===== config.mk =====
export PLATFORM = sky130hd
export DESIGN_NAME = keyed_table_insert_search_remove
export DESIGN_NICKNAME = d
export VERILOG_FILES = /design/src/rtl/ktisr_pkg.sv /design/src/rtl/ktisr_datapath.sv /design/src/rtl/ktisr_ctrl.sv /design/src/rtl/keyed_table_insert_search_remove.sv
export VERILOG_INCLUDE_DIRS = /design/src /design/src/rtl
export SDC_FILE = /design/constraint.sdc
export NUM_CORES = 2
export LEC_CHECK = 0
export ABC_CLOCK_PERIOD_IN_PS = 11540
export BUFFER_PORTS_ARGS = -buffer_cell sky130_fd_sc_hd__buf_2
export CORE_UTILIZATION = 40
export DETAILED_ROUTE_END_ITERATION = 12
export MAX_ROUTING_LAYER = met4
export PLACE_DENSITY = 0.55
export SYNTH_ARGS = -nofsm -noshare
export SYNTH_HDL_FRONTEND = slang
export SYNTH_HIERARCHICAL = 1
export SYNTH_SLANG_ARGS = --single-unit
export TNS_END_PERCENT = 5

===== constraint.sdc =====
create_clock -name i_clk -period 11.54 [get_ports i_clk]
set_input_delay 1.731 -clock i_clk [delete_from_list [all_inputs] [get_ports i_clk]]
set_output_delay 1.731 -clock i_clk [all_outputs]
set_load 0.02 [all_outputs]

===== src/rtl/assert_macros.svh =====
// Assertion helpers shared by the keyed table modules.
// Both sample on i_clk and stay quiet while i_rst_n is low.
`ifndef ASSERT_MACROS_SVH
`define ASSERT_MACROS_SVH

// Plain property that must hold at every clock edge.
`define KT_ASSERT(label, prop, msg) \
    label: assert property (@(posedge i_clk) disable iff (!i_rst_n) (prop)) \
        else $error(msg);

// Same-cycle implication from a trigger condition.
`define KT_ASSERT_IMPL(label, pre, post, msg) \
    label: assert property (@(posedge i_clk) disable iff (!i_rst_n) (pre) |-> (post)) \
        else $error(msg);

`endif


===== src/rtl/ktisr_pkg.sv =====
package ktisr_pkg;

    localparam int CAPACITY_DEF   = 10;
    localparam int KEY_BYTES_DEF  = 8;
    localparam int KIND_BYTES_DEF = 8;

    localparam int CMD_W  = 2;
    localparam int STAT_W = 2;
    localparam int KEY_W  = 64;
    localparam int KIND_W = 64;
    localparam int AMT_W  = 32;
    localparam int POS_W  = 4;

    localparam int IN_TDATA_W  = ((KEY_W + KIND_W + AMT_W + 7) / 8) * 8;
    localparam int OUT_FIELD_W = KEY_W + KIND_W + AMT_W + POS_W;
    localparam int OUT_TDATA_W = ((OUT_FIELD_W + 7) / 8) * 8;

    typedef enum logic [CMD_W-1:0] {
        CMD_INSERT = 2'd0,
        CMD_REMOVE = 2'd1,
        CMD_SEARCH = 2'd2,
        CMD_LIST   = 2'd3
    } t_cmd;

    typedef enum logic [STAT_W-1:0] {
        ST_OK      = 2'd0,
        ST_FULL    = 2'd1,
        ST_MISSING = 2'd2,
        ST_EMPTY   = 2'd3
    } t_status;

    // Read address selection for the entry memory.
    typedef enum logic [1:0] {
        RD_ZERO = 2'd0,
        RD_IDX  = 2'd1,
        RD_IDX1 = 2'd2,
        RD_IDX2 = 2'd3
    } t_rd_sel;

    typedef enum logic {
        WR_AT_COUNT = 1'b0,
        WR_AT_IDX   = 1'b1
    } t_wr_sel;

    // What the result register is loaded from.
    typedef enum logic [1:0] {
        OUT_NONE  = 2'd0,
        OUT_ITEM  = 2'd1,
        OUT_ENTRY = 2'd2
    } t_out_src;

    typedef struct packed {
        logic [KEY_W-1:0]        name;
        logic [KIND_W-1:0]       kind;
        logic signed [AMT_W-1:0] amount;
    } t_entry;

    // Commands from the controller to the datapath.
    typedef struct packed {
        logic     capture;
        t_rd_sel  rd_sel;
        logic     idx_clr;
        logic     idx_inc;
        logic     wr_en;
        t_wr_sel  wr_sel;
        logic     cnt_inc;
        logic     cnt_dec;
        logic     out_load;
        t_out_src out_src;
        t_status  out_status;
        logic     out_last;
    } t_dp_cmd;

    // Status from the datapath back to the controller.
    typedef struct packed {
        t_cmd cmd;
        logic full;
        logic empty;
        logic match;
        logic idx_last;
        logic shift_more;
        logic out_free;
    } t_dp_stat;

    // Keeps the low 'bytes' bytes of a 64-bit key.
    function automatic logic [63:0] byte_mask(input int bytes);
        logic [63:0] mask;
        mask = '0;
        for (int b = 0; b < 8; b++) begin
            if (b < bytes) begin
                mask[8*b +: 8] = 8'hFF;
            end
        end
        return mask;
    endfunction

endpackage


===== src/rtl/ktisr_datapath.sv =====
`include "assert_macros.svh"

module ktisr_datapath #(
    parameter int CAPACITY   = ktisr_pkg::CAPACITY_DEF,
    parameter int KEY_BYTES  = ktisr_pkg::KEY_BYTES_DEF,
    parameter int KIND_BYTES = ktisr_pkg::KIND_BYTES_DEF
) (
    input  logic                              i_clk,
    input  logic                              i_rst_n,
    input  ktisr_pkg::t_cmd                   i_command,
    input  logic [ktisr_pkg::KEY_W-1:0]       i_item_name,
    input  logic [ktisr_pkg::KIND_W-1:0]      i_item_kind,
    input  logic signed [ktisr_pkg::AMT_W-1:0] i_item_amount,
    input  ktisr_pkg::t_dp_cmd                i_ctl,
    output ktisr_pkg::t_dp_stat               o_stat,
    input  logic                              i_ready,
    output logic                              o_valid,
    output ktisr_pkg::t_status                o_status,
    output logic [ktisr_pkg::KEY_W-1:0]       o_found_name,
    output logic [ktisr_pkg::KIND_W-1:0]      o_found_kind,
    output logic signed [ktisr_pkg::AMT_W-1:0] o_found_amount,
    output logic [ktisr_pkg::POS_W-1:0]       o_position,
    output logic                              o_last_of_run
);
    import ktisr_pkg::*;

    localparam int AW = (CAPACITY > 1) ? $clog2(CAPACITY) : 1;
    localparam int CW = $clog2(CAPACITY + 1);
    localparam logic [CW-1:0] CAP_C = CW'(CAPACITY);
    localparam logic [KEY_W-1:0]  NAME_MASK = byte_mask(KEY_BYTES);
    localparam logic [KIND_W-1:0] KIND_MASK = byte_mask(KIND_BYTES);

    t_entry                  r_mem [CAPACITY];
    t_entry                  r_rd;
    t_cmd                    r_cmd;
    logic [KEY_W-1:0]        r_name;
    logic [KIND_W-1:0]       r_kind;
    logic signed [AMT_W-1:0] r_amount;
    logic [CW-1:0]           r_count;
    logic [AW-1:0]           r_idx;
    logic                    r_out_valid;
    t_status                 r_out_status;
    t_entry                  r_out_entry;
    logic [POS_W-1:0]        r_out_pos;
    logic                    r_out_last;

    logic [AW-1:0]      w_rd_addr;
    logic [AW-1:0]      w_wr_addr;
    t_entry             w_wr_data;
    logic [CW:0]        w_idx_x;
    logic [CW:0]        w_count_x;
    logic [AW+POS_W-1:0] w_idx_pos;
    logic [CW+POS_W-1:0] w_cnt_pos;
    logic               w_out_free;

    assign w_idx_x   = (CW+1)'(r_idx);
    assign w_count_x = {1'b0, r_count};
    assign w_idx_pos = (AW+POS_W)'(r_idx);
    assign w_cnt_pos = (CW+POS_W)'(r_count);
    assign w_out_free = !r_out_valid || i_ready;

    always_comb begin
        case (i_ctl.rd_sel)
            RD_ZERO: w_rd_addr = '0;
            RD_IDX:  w_rd_addr = r_idx;
            RD_IDX1: w_rd_addr = r_idx + AW'(1);
            RD_IDX2: w_rd_addr = r_idx + AW'(2);
            default: w_rd_addr = r_idx;
        endcase
    end

    always_comb begin
        if (i_ctl.wr_sel == WR_AT_COUNT) begin
            w_wr_addr = r_count[AW-1:0];
            w_wr_data = '{name: r_name, kind: r_kind, amount: r_amount};
        end else begin
            w_wr_addr = r_idx;
            w_wr_data = r_rd;
        end
    end

    always_comb begin
        o_stat.cmd        = r_cmd;
        o_stat.full       = (r_count >= CAP_C);
        o_stat.empty      = (r_count == '0);
        o_stat.match      = (r_rd.name == r_name);
        o_stat.idx_last   = ((w_idx_x + (CW+1)'(1)) >= w_count_x);
        o_stat.shift_more = ((w_idx_x + (CW+1)'(2)) < w_count_x);
        o_stat.out_free   = w_out_free;
    end

    // Entry memory: one write and one registered read per cycle.
    always_ff @(posedge i_clk) begin
        if (i_ctl.wr_en) begin
            r_mem[w_wr_addr] <= w_wr_data;
        end
        r_rd <= r_mem[w_rd_addr];
    end

    always_ff @(posedge i_clk) begin
        if (i_ctl.capture) begin
            r_cmd    <= i_command;
            r_name   <= i_item_name & NAME_MASK;
            r_kind   <= i_item_kind & KIND_MASK;
            r_amount <= i_item_amount;
        end
    end

    always_ff @(posedge i_clk) begin
        if (!i_rst_n) begin
            r_count     <= '0;
            r_idx       <= '0;
            r_out_valid <= 1'b0;
        end else begin
            if (i_ctl.cnt_inc) begin
                r_count <= r_count + CW'(1);
            end else if (i_ctl.cnt_dec) begin
                r_count <= r_count - CW'(1);
            end
            if (i_ctl.idx_clr) begin
                r_idx <= '0;
            end else if (i_ctl.idx_inc) begin
                r_idx <= r_idx + AW'(1);
            end
            if (i_ctl.out_load) begin
                r_out_valid <= 1'b1;
            end else if (i_ready) begin
                r_out_valid <= 1'b0;
            end
        end
    end

    always_ff @(posedge i_clk) begin
        if (i_ctl.out_load) begin
            r_out_status <= i_ctl.out_status;
            r_out_last   <= i_ctl.out_last;
            case (i_ctl.out_src)
                OUT_ITEM: begin
                    r_out_entry <= '{name: r_name, kind: r_kind, amount: r_amount};
                    r_out_pos   <= w_cnt_pos[POS_W-1:0];
                end
                OUT_ENTRY: begin
                    r_out_entry <= r_rd;
                    r_out_pos   <= w_idx_pos[POS_W-1:0];
                end
                default: begin
                    r_out_entry <= '0;
                    r_out_pos   <= '0;
                end
            endcase
        end
    end

    assign o_valid        = r_out_valid;
    assign o_status       = r_out_status;
    assign o_found_name   = r_out_entry.name;
    assign o_found_kind   = r_out_entry.kind;
    assign o_found_amount = r_out_entry.amount;
    assign o_position     = r_out_pos;
    assign o_last_of_run  = r_out_last;

    `KT_ASSERT(a_count_range, r_count <= CAP_C, "entry count beyond capacity")
    `KT_ASSERT_IMPL(a_no_overrun, i_ctl.out_load, w_out_free, "result overwritten before taken")
    `KT_ASSERT_IMPL(a_insert_room, i_ctl.wr_en && i_ctl.wr_sel == WR_AT_COUNT,
        r_count < CAP_C, "append into a full table")
    `KT_ASSERT_IMPL(a_count_dec, i_ctl.cnt_dec, r_count != '0, "removal from an empty table")

endmodule


===== src/rtl/ktisr_ctrl.sv =====
`include "assert_macros.svh"

module ktisr_ctrl (
    input  logic                i_clk,
    input  logic                i_rst_n,
    input  logic                i_in_valid,
    output logic                o_in_ready,
    input  ktisr_pkg::t_dp_stat i_stat,
    output ktisr_pkg::t_dp_cmd  o_cmd
);
    import ktisr_pkg::*;

    typedef enum logic [2:0] {
        S_IDLE,
        S_DISPATCH,
        S_SCAN,
        S_LIST,
        S_SHIFT
    } t_state;

    t_state r_state;
    t_state n_state;

    assign o_in_ready = (r_state == S_IDLE);

    always_comb begin
        n_state          = r_state;
        o_cmd.capture    = 1'b0;
        o_cmd.rd_sel     = RD_IDX;
        o_cmd.idx_clr    = 1'b0;
        o_cmd.idx_inc    = 1'b0;
        o_cmd.wr_en      = 1'b0;
        o_cmd.wr_sel     = WR_AT_COUNT;
        o_cmd.cnt_inc    = 1'b0;
        o_cmd.cnt_dec    = 1'b0;
        o_cmd.out_load   = 1'b0;
        o_cmd.out_src    = OUT_NONE;
        o_cmd.out_status = ST_OK;
        o_cmd.out_last   = 1'b1;

        case (r_state)
            S_IDLE: begin
                if (i_in_valid) begin
                    o_cmd.capture = 1'b1;
                    n_state = S_DISPATCH;
                end
            end
            S_DISPATCH: begin
                case (i_stat.cmd)
                    CMD_INSERT: begin
                        if (i_stat.out_free) begin
                            o_cmd.out_load = 1'b1;
                            if (i_stat.full) begin
                                o_cmd.out_status = ST_FULL;
                            end else begin
                                o_cmd.wr_en   = 1'b1;
                                o_cmd.out_src = OUT_ITEM;
                                o_cmd.cnt_inc = 1'b1;
                            end
                            n_state = S_IDLE;
                        end
                    end
                    CMD_LIST: begin
                        if (i_stat.empty) begin
                            if (i_stat.out_free) begin
                                o_cmd.out_load   = 1'b1;
                                o_cmd.out_status = ST_EMPTY;
                                n_state = S_IDLE;
                            end
                        end else begin
                            o_cmd.idx_clr = 1'b1;
                            o_cmd.rd_sel  = RD_ZERO;
                            n_state = S_LIST;
                        end
                    end
                    default: begin
                        if (i_stat.empty) begin
                            if (i_stat.out_free) begin
                                o_cmd.out_load   = 1'b1;
                                o_cmd.out_status = ST_MISSING;
                                n_state = S_IDLE;
                            end
                        end else begin
                            o_cmd.idx_clr = 1'b1;
                            o_cmd.rd_sel  = RD_ZERO;
                            n_state = S_SCAN;
                        end
                    end
                endcase
            end
            S_SCAN: begin
                if (i_stat.match) begin
                    if (i_stat.out_free) begin
                        o_cmd.out_load = 1'b1;
                        o_cmd.out_src  = OUT_ENTRY;
                        if (i_stat.cmd == CMD_REMOVE) begin
                            if (i_stat.idx_last) begin
                                o_cmd.cnt_dec = 1'b1;
                                n_state = S_IDLE;
                            end else begin
                                o_cmd.rd_sel = RD_IDX1;
                                n_state = S_SHIFT;
                            end
                        end else begin
                            n_state = S_IDLE;
                        end
                    end
                end else if (i_stat.idx_last) begin
                    if (i_stat.out_free) begin
                        o_cmd.out_load   = 1'b1;
                        o_cmd.out_status = ST_MISSING;
                        n_state = S_IDLE;
                    end
                end else begin
                    o_cmd.rd_sel  = RD_IDX1;
                    o_cmd.idx_inc = 1'b1;
                end
            end
            S_LIST: begin
                if (i_stat.out_free) begin
                    o_cmd.out_load = 1'b1;
                    o_cmd.out_src  = OUT_ENTRY;
                    o_cmd.out_last = i_stat.idx_last;
                    if (i_stat.idx_last) begin
                        n_state = S_IDLE;
                    end else begin
                        o_cmd.rd_sel  = RD_IDX1;
                        o_cmd.idx_inc = 1'b1;
                    end
                end
            end
            S_SHIFT: begin
                // The read register holds the entry one slot above the index.
                o_cmd.wr_en  = 1'b1;
                o_cmd.wr_sel = WR_AT_IDX;
                if (i_stat.shift_more) begin
                    o_cmd.rd_sel  = RD_IDX2;
                    o_cmd.idx_inc = 1'b1;
                end else begin
                    o_cmd.cnt_dec = 1'b1;
                    n_state = S_IDLE;
                end
            end
            default: begin
                n_state = S_IDLE;
            end
        endcase
    end

    always_ff @(posedge i_clk) begin
        if (!i_rst_n) begin
            r_state <= S_IDLE;
        end else begin
            r_state <= n_state;
        end
    end

    `KT_ASSERT_IMPL(a_shift_only_remove, r_state == S_SHIFT, i_stat.cmd == CMD_REMOVE,
        "entry shift outside a remove")

endmodule


===== src/rtl/keyed_table_insert_search_remove.sv =====
// Keyed table with insert, remove, search and list commands.
//
// Commands enter as beats on the s_axis channel: the operation code rides in
// tuser, the name key, kind tag and signed amount ride in tdata.  Results leave
// as beats on the m_axis channel with the status code in tuser and tlast set on
// the final result of each command.  Every command yields exactly one result,
// except list of a non-empty table: one result per stored entry in slot order.
//
// One command is processed at a time; s_axis_tready is high only while the
// controller is idle.  Insert appends the item unless the table is full.
// Search and remove compare entries in slot order until a match or the end of
// the table; remove then shifts every entry behind the removed slot down by
// one.  List reads the entries in slot order.  The entry memory has one write
// and one registered read port and delivers one entry per cycle; the list walk
// and a match wait while the result register is still held by the receiver.
//
// Reset empties the table; entry storage itself is not cleared.
// A result register sits on m_axis; while the receiver stalls, the result is
// held and the controller waits before producing the next one.
module keyed_table_insert_search_remove #(
    parameter int CAPACITY   = ktisr_pkg::CAPACITY_DEF,
    parameter int KEY_BYTES  = ktisr_pkg::KEY_BYTES_DEF,
    parameter int KIND_BYTES = ktisr_pkg::KIND_BYTES_DEF
) (
    input  logic                                i_clk,
    input  logic                                i_rst_n,
    input  logic                                s_axis_tvalid,
    output logic                                s_axis_tready,
    // item_name [63:0], item_kind [127:64], item_amount [159:128]
    input  logic [ktisr_pkg::IN_TDATA_W-1:0]    s_axis_tdata,
    // command [1:0]
    input  logic [ktisr_pkg::CMD_W-1:0]         s_axis_tuser,
    output logic                                m_axis_tvalid,
    input  logic                                m_axis_tready,
    // found_name [63:0], found_kind [127:64], found_amount [159:128],
    // position [163:160], zero fill above
    output logic [ktisr_pkg::OUT_TDATA_W-1:0]   m_axis_tdata,
    // status [1:0]
    output logic [ktisr_pkg::STAT_W-1:0]        m_axis_tuser,
    output logic                                m_axis_tlast
);
    import ktisr_pkg::*;

    localparam int OUT_PAD = OUT_TDATA_W - OUT_FIELD_W;

    t_dp_cmd                 w_cmd;
    t_dp_stat                w_stat;
    t_status                 w_status;
    logic [KEY_W-1:0]        w_found_name;
    logic [KIND_W-1:0]       w_found_kind;
    logic signed [AMT_W-1:0] w_found_amount;
    logic [POS_W-1:0]        w_position;

    // Controller: sequences each command over the datapath.
    ktisr_ctrl u_ctrl (
        .i_clk      (i_clk),
        .i_rst_n    (i_rst_n),
        .i_in_valid (s_axis_tvalid),
        .o_in_ready (s_axis_tready),
        .i_stat     (w_stat),
        .o_cmd      (w_cmd)
    );

    // Datapath: entry memory, count, scan index and the result register.
    ktisr_datapath #(
        .CAPACITY   (CAPACITY),
        .KEY_BYTES  (KEY_BYTES),
        .KIND_BYTES (KIND_BYTES)
    ) u_datapath (
        .i_clk          (i_clk),
        .i_rst_n        (i_rst_n),
        .i_command      (t_cmd'(s_axis_tuser)),
        .i_item_name    (s_axis_tdata[KEY_W-1:0]),
        .i_item_kind    (s_axis_tdata[KEY_W+KIND_W-1:KEY_W]),
        .i_item_amount  (s_axis_tdata[KEY_W+KIND_W+AMT_W-1:KEY_W+KIND_W]),
        .i_ctl          (w_cmd),
        .o_stat         (w_stat),
        .i_ready        (m_axis_tready),
        .o_valid        (m_axis_tvalid),
        .o_status       (w_status),
        .o_found_name   (w_found_name),
        .o_found_kind   (w_found_kind),
        .o_found_amount (w_found_amount),
        .o_position     (w_position),
        .o_last_of_run  (m_axis_tlast)
    );

    assign m_axis_tuser = w_status;
    assign m_axis_tdata = {{OUT_PAD{1'b0}}, w_position, w_found_amount,
                           w_found_kind, w_found_name};

endmodule

==> results.toml <==
[run_status]
status = "finished clean"

[worst_hold_path]
min_path_type = "register to register"
worstHoldEndpoint = "u_datapath/o_found_kind[60]"
holdPathStages = 2
hp-start = "u_datapath/r_rd[92]"

[timing]
slew_violations = 0
fmax_ghz = 0.141
rsz0062_at_grt = "false"
hold_viol = 0
fin_ws_ps = 4440
skew_ps = 41.8
hold_slack_ps = 577
tns_ps = 0
setup_viol = 0
max-slew-margin-rel_pct = 12.5
worst_slew_pin_slew_ps = 1300
finalCritPeriodShare_pct = 61.5
period_needed_ps = 7100

[clock_tree]
cts_max_level = 4
cts_setup_buffers = 0
cts_buffers = 214
clkSinkCount = 2101
ctsLongestPathBuffers = 3
cts.clk_slew.worst_paths_ps = 60
cts_hold_repair.buffers = 0
clk_latency_ps = 860
tritoncts = "yes"
cts_resized = 0
root_buffer = "clkbuf_16"

[placed_design]
place_area_sq_um = 83500
port_buffers = 334
placed_cells = 6847
place.gp.congestion = 0.754
dpl_worst_slack_ps = 4440
post-dp-hpwl_mm = 104

[setup_path]
crit_top_cell = "nor4_1"
path_delay_family = "simple AND/OR/NAND/NOR gates"
r2r_end = "u_datapath/r_rd[80]"
reg2reg_slack_ps = 4440
cp.arrival_ps = 7890
crit_chain = "xor2_1, nor4_1, nand4_1, nor4_1, nor2_1, a21oi_1, nor2b_1, o21bai_1, o21ai_0, xnor2_1, a22oi_2, buf_4, and2_4, buf_12, a221o_1"
path_class = "register to register"
r2r-start = "u_datapath/r_name[42]"
r2r_cells = 15
cpMaxStageDelayCell = "nor4_1"
cp_num_buf_inv = 2
critical_path_required_ps = 12330
endpoint_kind = "register"
slowest_delay_ps = 1070
cp-start-kind = "register"
worstPathMaxFanout = 113

[synthesis]
synth_edf_count = 1929
netlist_instances = 4064
syn_area_per_cell_sq_um = 19.4
yosysSeqAreaShare_pct = 77.9
ys.flop_type = "edfxtp_1"
synth_cell_types = 50
synth-seq-cells = 2101
synthArstFlopShare_pct = 0
synthesis.area_sq_um = 78800
yosysWarnings = 6

[flow_run]
max-cap-violations = 0

[grt]
antenna_found_initial = 14
grtUsageTotal_pct = 20.9
grt-ovfl-total = 0
grt_pass1_wl_mm = 292
grt_start_max_net_pins = 134
grt_pass1_vias = 41200

[die]
core-area_sq_um = 195000
fp.dieH_um = 446
start_util_pct = 40.3
die_w_um = 446
ios = 339
rows = 162
die-area_sq_um = 199000

[detailed_routing]
dr.first_iter.drc_count = 3561
vias = 39800
drtPass1Iterations = 7
viasPerCell = 5.49
post-route-drc-count = 0
detail-route-antenna-nets = 0
routed_wl_mm = 203
wl_per_cell_um = 28.0

[cells_and_area]
syn_to_final_growth_pct = 15.1
num-fill-cells = 16400
final_cell_mix = "edfxtp_1 (1929), buf_2 (334), nand2_1 (334), mux4_2 (320), clkbuf_16 (215)"
design_area_sq_um = 90600
fin_cells = 7260
multi_input_area_sq_um = 16500
seq_area_sq_um = 61400
final_common_cell = "edfxtp_1"
final_nets = 4623
final_layout_size_suffix_gt1_share_pct = 26.4
final_util_pct = 46.4

[power]
p_total_mw = 16.1
vdd.ir_drop.worst_mv = 0.147
power.density_nw_per_um2 = 177
total_leakage_power_nw = 29.4
==> tightest hold or removal path: stages (launching register included) <==
cell     delay [ps]
dfxtp_1         320
a22oi_1          60
nor2_1           80
==> per-layer routing <==
| layer | vias up | track usage [%] | wire length [um] |
|---|---|---|---|
| li1 | 17200 | - | - |
| met1 | 21200 | 27.1 | 85000 |
| met2 | 1221 | 33.8 | 101000 |
| met3 | 295 | 3.01 | 10400 |
| met4 | 0 | 7.31 | 6960 |
| met5 | - | - | 0 |
==> cell type report <==
| cell class | count | area share [%] |
|---|---|---|
| Timing Repair Buffer | 401 | 2.58 |
| Inverter | 16 | 0.0663 |
| Antenna cell | 8 | 0.0221 |
| Sequential cell | 2101 | 67.7 |
| Multi-Input combinational cell | 1705 | 18.1 |
| Clock inverter | 90 | 1.15 |
| Tap cell | 2624 | 3.62 |
| Clock buffer | 315 | 6.71 |
==> cell usage after synthesis (2+ instances only) <==
cell,instances,area (sq um)
o21a_1,3,22.5
buf_4,6,45.0
and3b_1,2,17.5
mux2i_1,4,40.0
o21ai_0,14,70.1
buf_2,41,205
nor2b_1,10,62.6
nand3_1,3,15.0
clkbuf_1,166,623
a21o_1,2,15.0
xnor2_1,4,35.0
nor4_1,20,125
a221o_1,160,1600
a21boi_0,2,15.0
a31oi_1,5,31.3
ha_1,17,213
nor3b_1,7,52.6
a21oi_1,171,856
dfxtp_1,172,3440
mux2_2,160,1800
inv_1,16,60.1
mux4_2,320,7210
nand2b_1,6,37.5
xor2_1,70,613
nand4_1,4,25.0
and2_1,3,18.8
buf_1,25,93.8
nor4b_1,3,26.3
nand2_1,335,1260
buf_6,7,78.8
nor3_1,7,35.0
nor2_1,188,706
a22oi_1,166,1250
edfxtp_1,1929,57900
==> report_power, final <==
| group | switching [mW] | internal [mW] |
|---|---|---|
| clock network | 2.96 | 3.99 |
| registers | 0.0854 | 8.50 |
| logic | 0.389 | 0.155 |
==> state kept, by name, indices dropped and copies added (netlist names), 3 cells and up <==
name                       flops
u_datapath/r_count             4
u_datapath/r_kind             64
u_datapath/o_found_kind       64
u_datapath/r_idx               4
u_datapath/o_position          4
u_datapath/r_rd              160
u_datapath/r_name             64
u_datapath/r_amount           32
u_ctrl/r_state                 3
u_datapath/o_found_name       64
u_datapath/r_mem            1600
u_datapath/o_found_amount     32
==> kinds of logic after synthesis <==
group / after synthesis / share of synthesized area (%)
other cells: 1 / 0.00476
fa+ha+maj: 18 / 0.296
xor+xnor: 74 / 0.823
simple gates: 594 / 3.08
buf+inv: 261 / 1.40
compound gates: 531 / 4.98
mux: 484 / 11.5
flops: 2101 / 77.9
==> worst max path at each step <==
stage               depth (start not counted)  slack (ps)                      endpoint                  start
floorplan                                   4         610  u_datapath/o_found_amount[0]          m_axis_tready
global placement                           15        4340           u_datapath/r_rd[34]  u_datapath/r_name[42]
detailed placement                         15        4440           u_datapath/r_rd[37]  u_datapath/r_name[42]
CTS                                        15        4410          u_datapath/r_rd[106]  u_datapath/r_name[42]
global route                               15        4190          u_datapath/r_rd[106]  u_datapath/r_name[42]
finish                                     15        4440           u_datapath/r_rd[80]  u_datapath/r_name[42]
No activity file was read; power rests on OpenSTA's default activity.
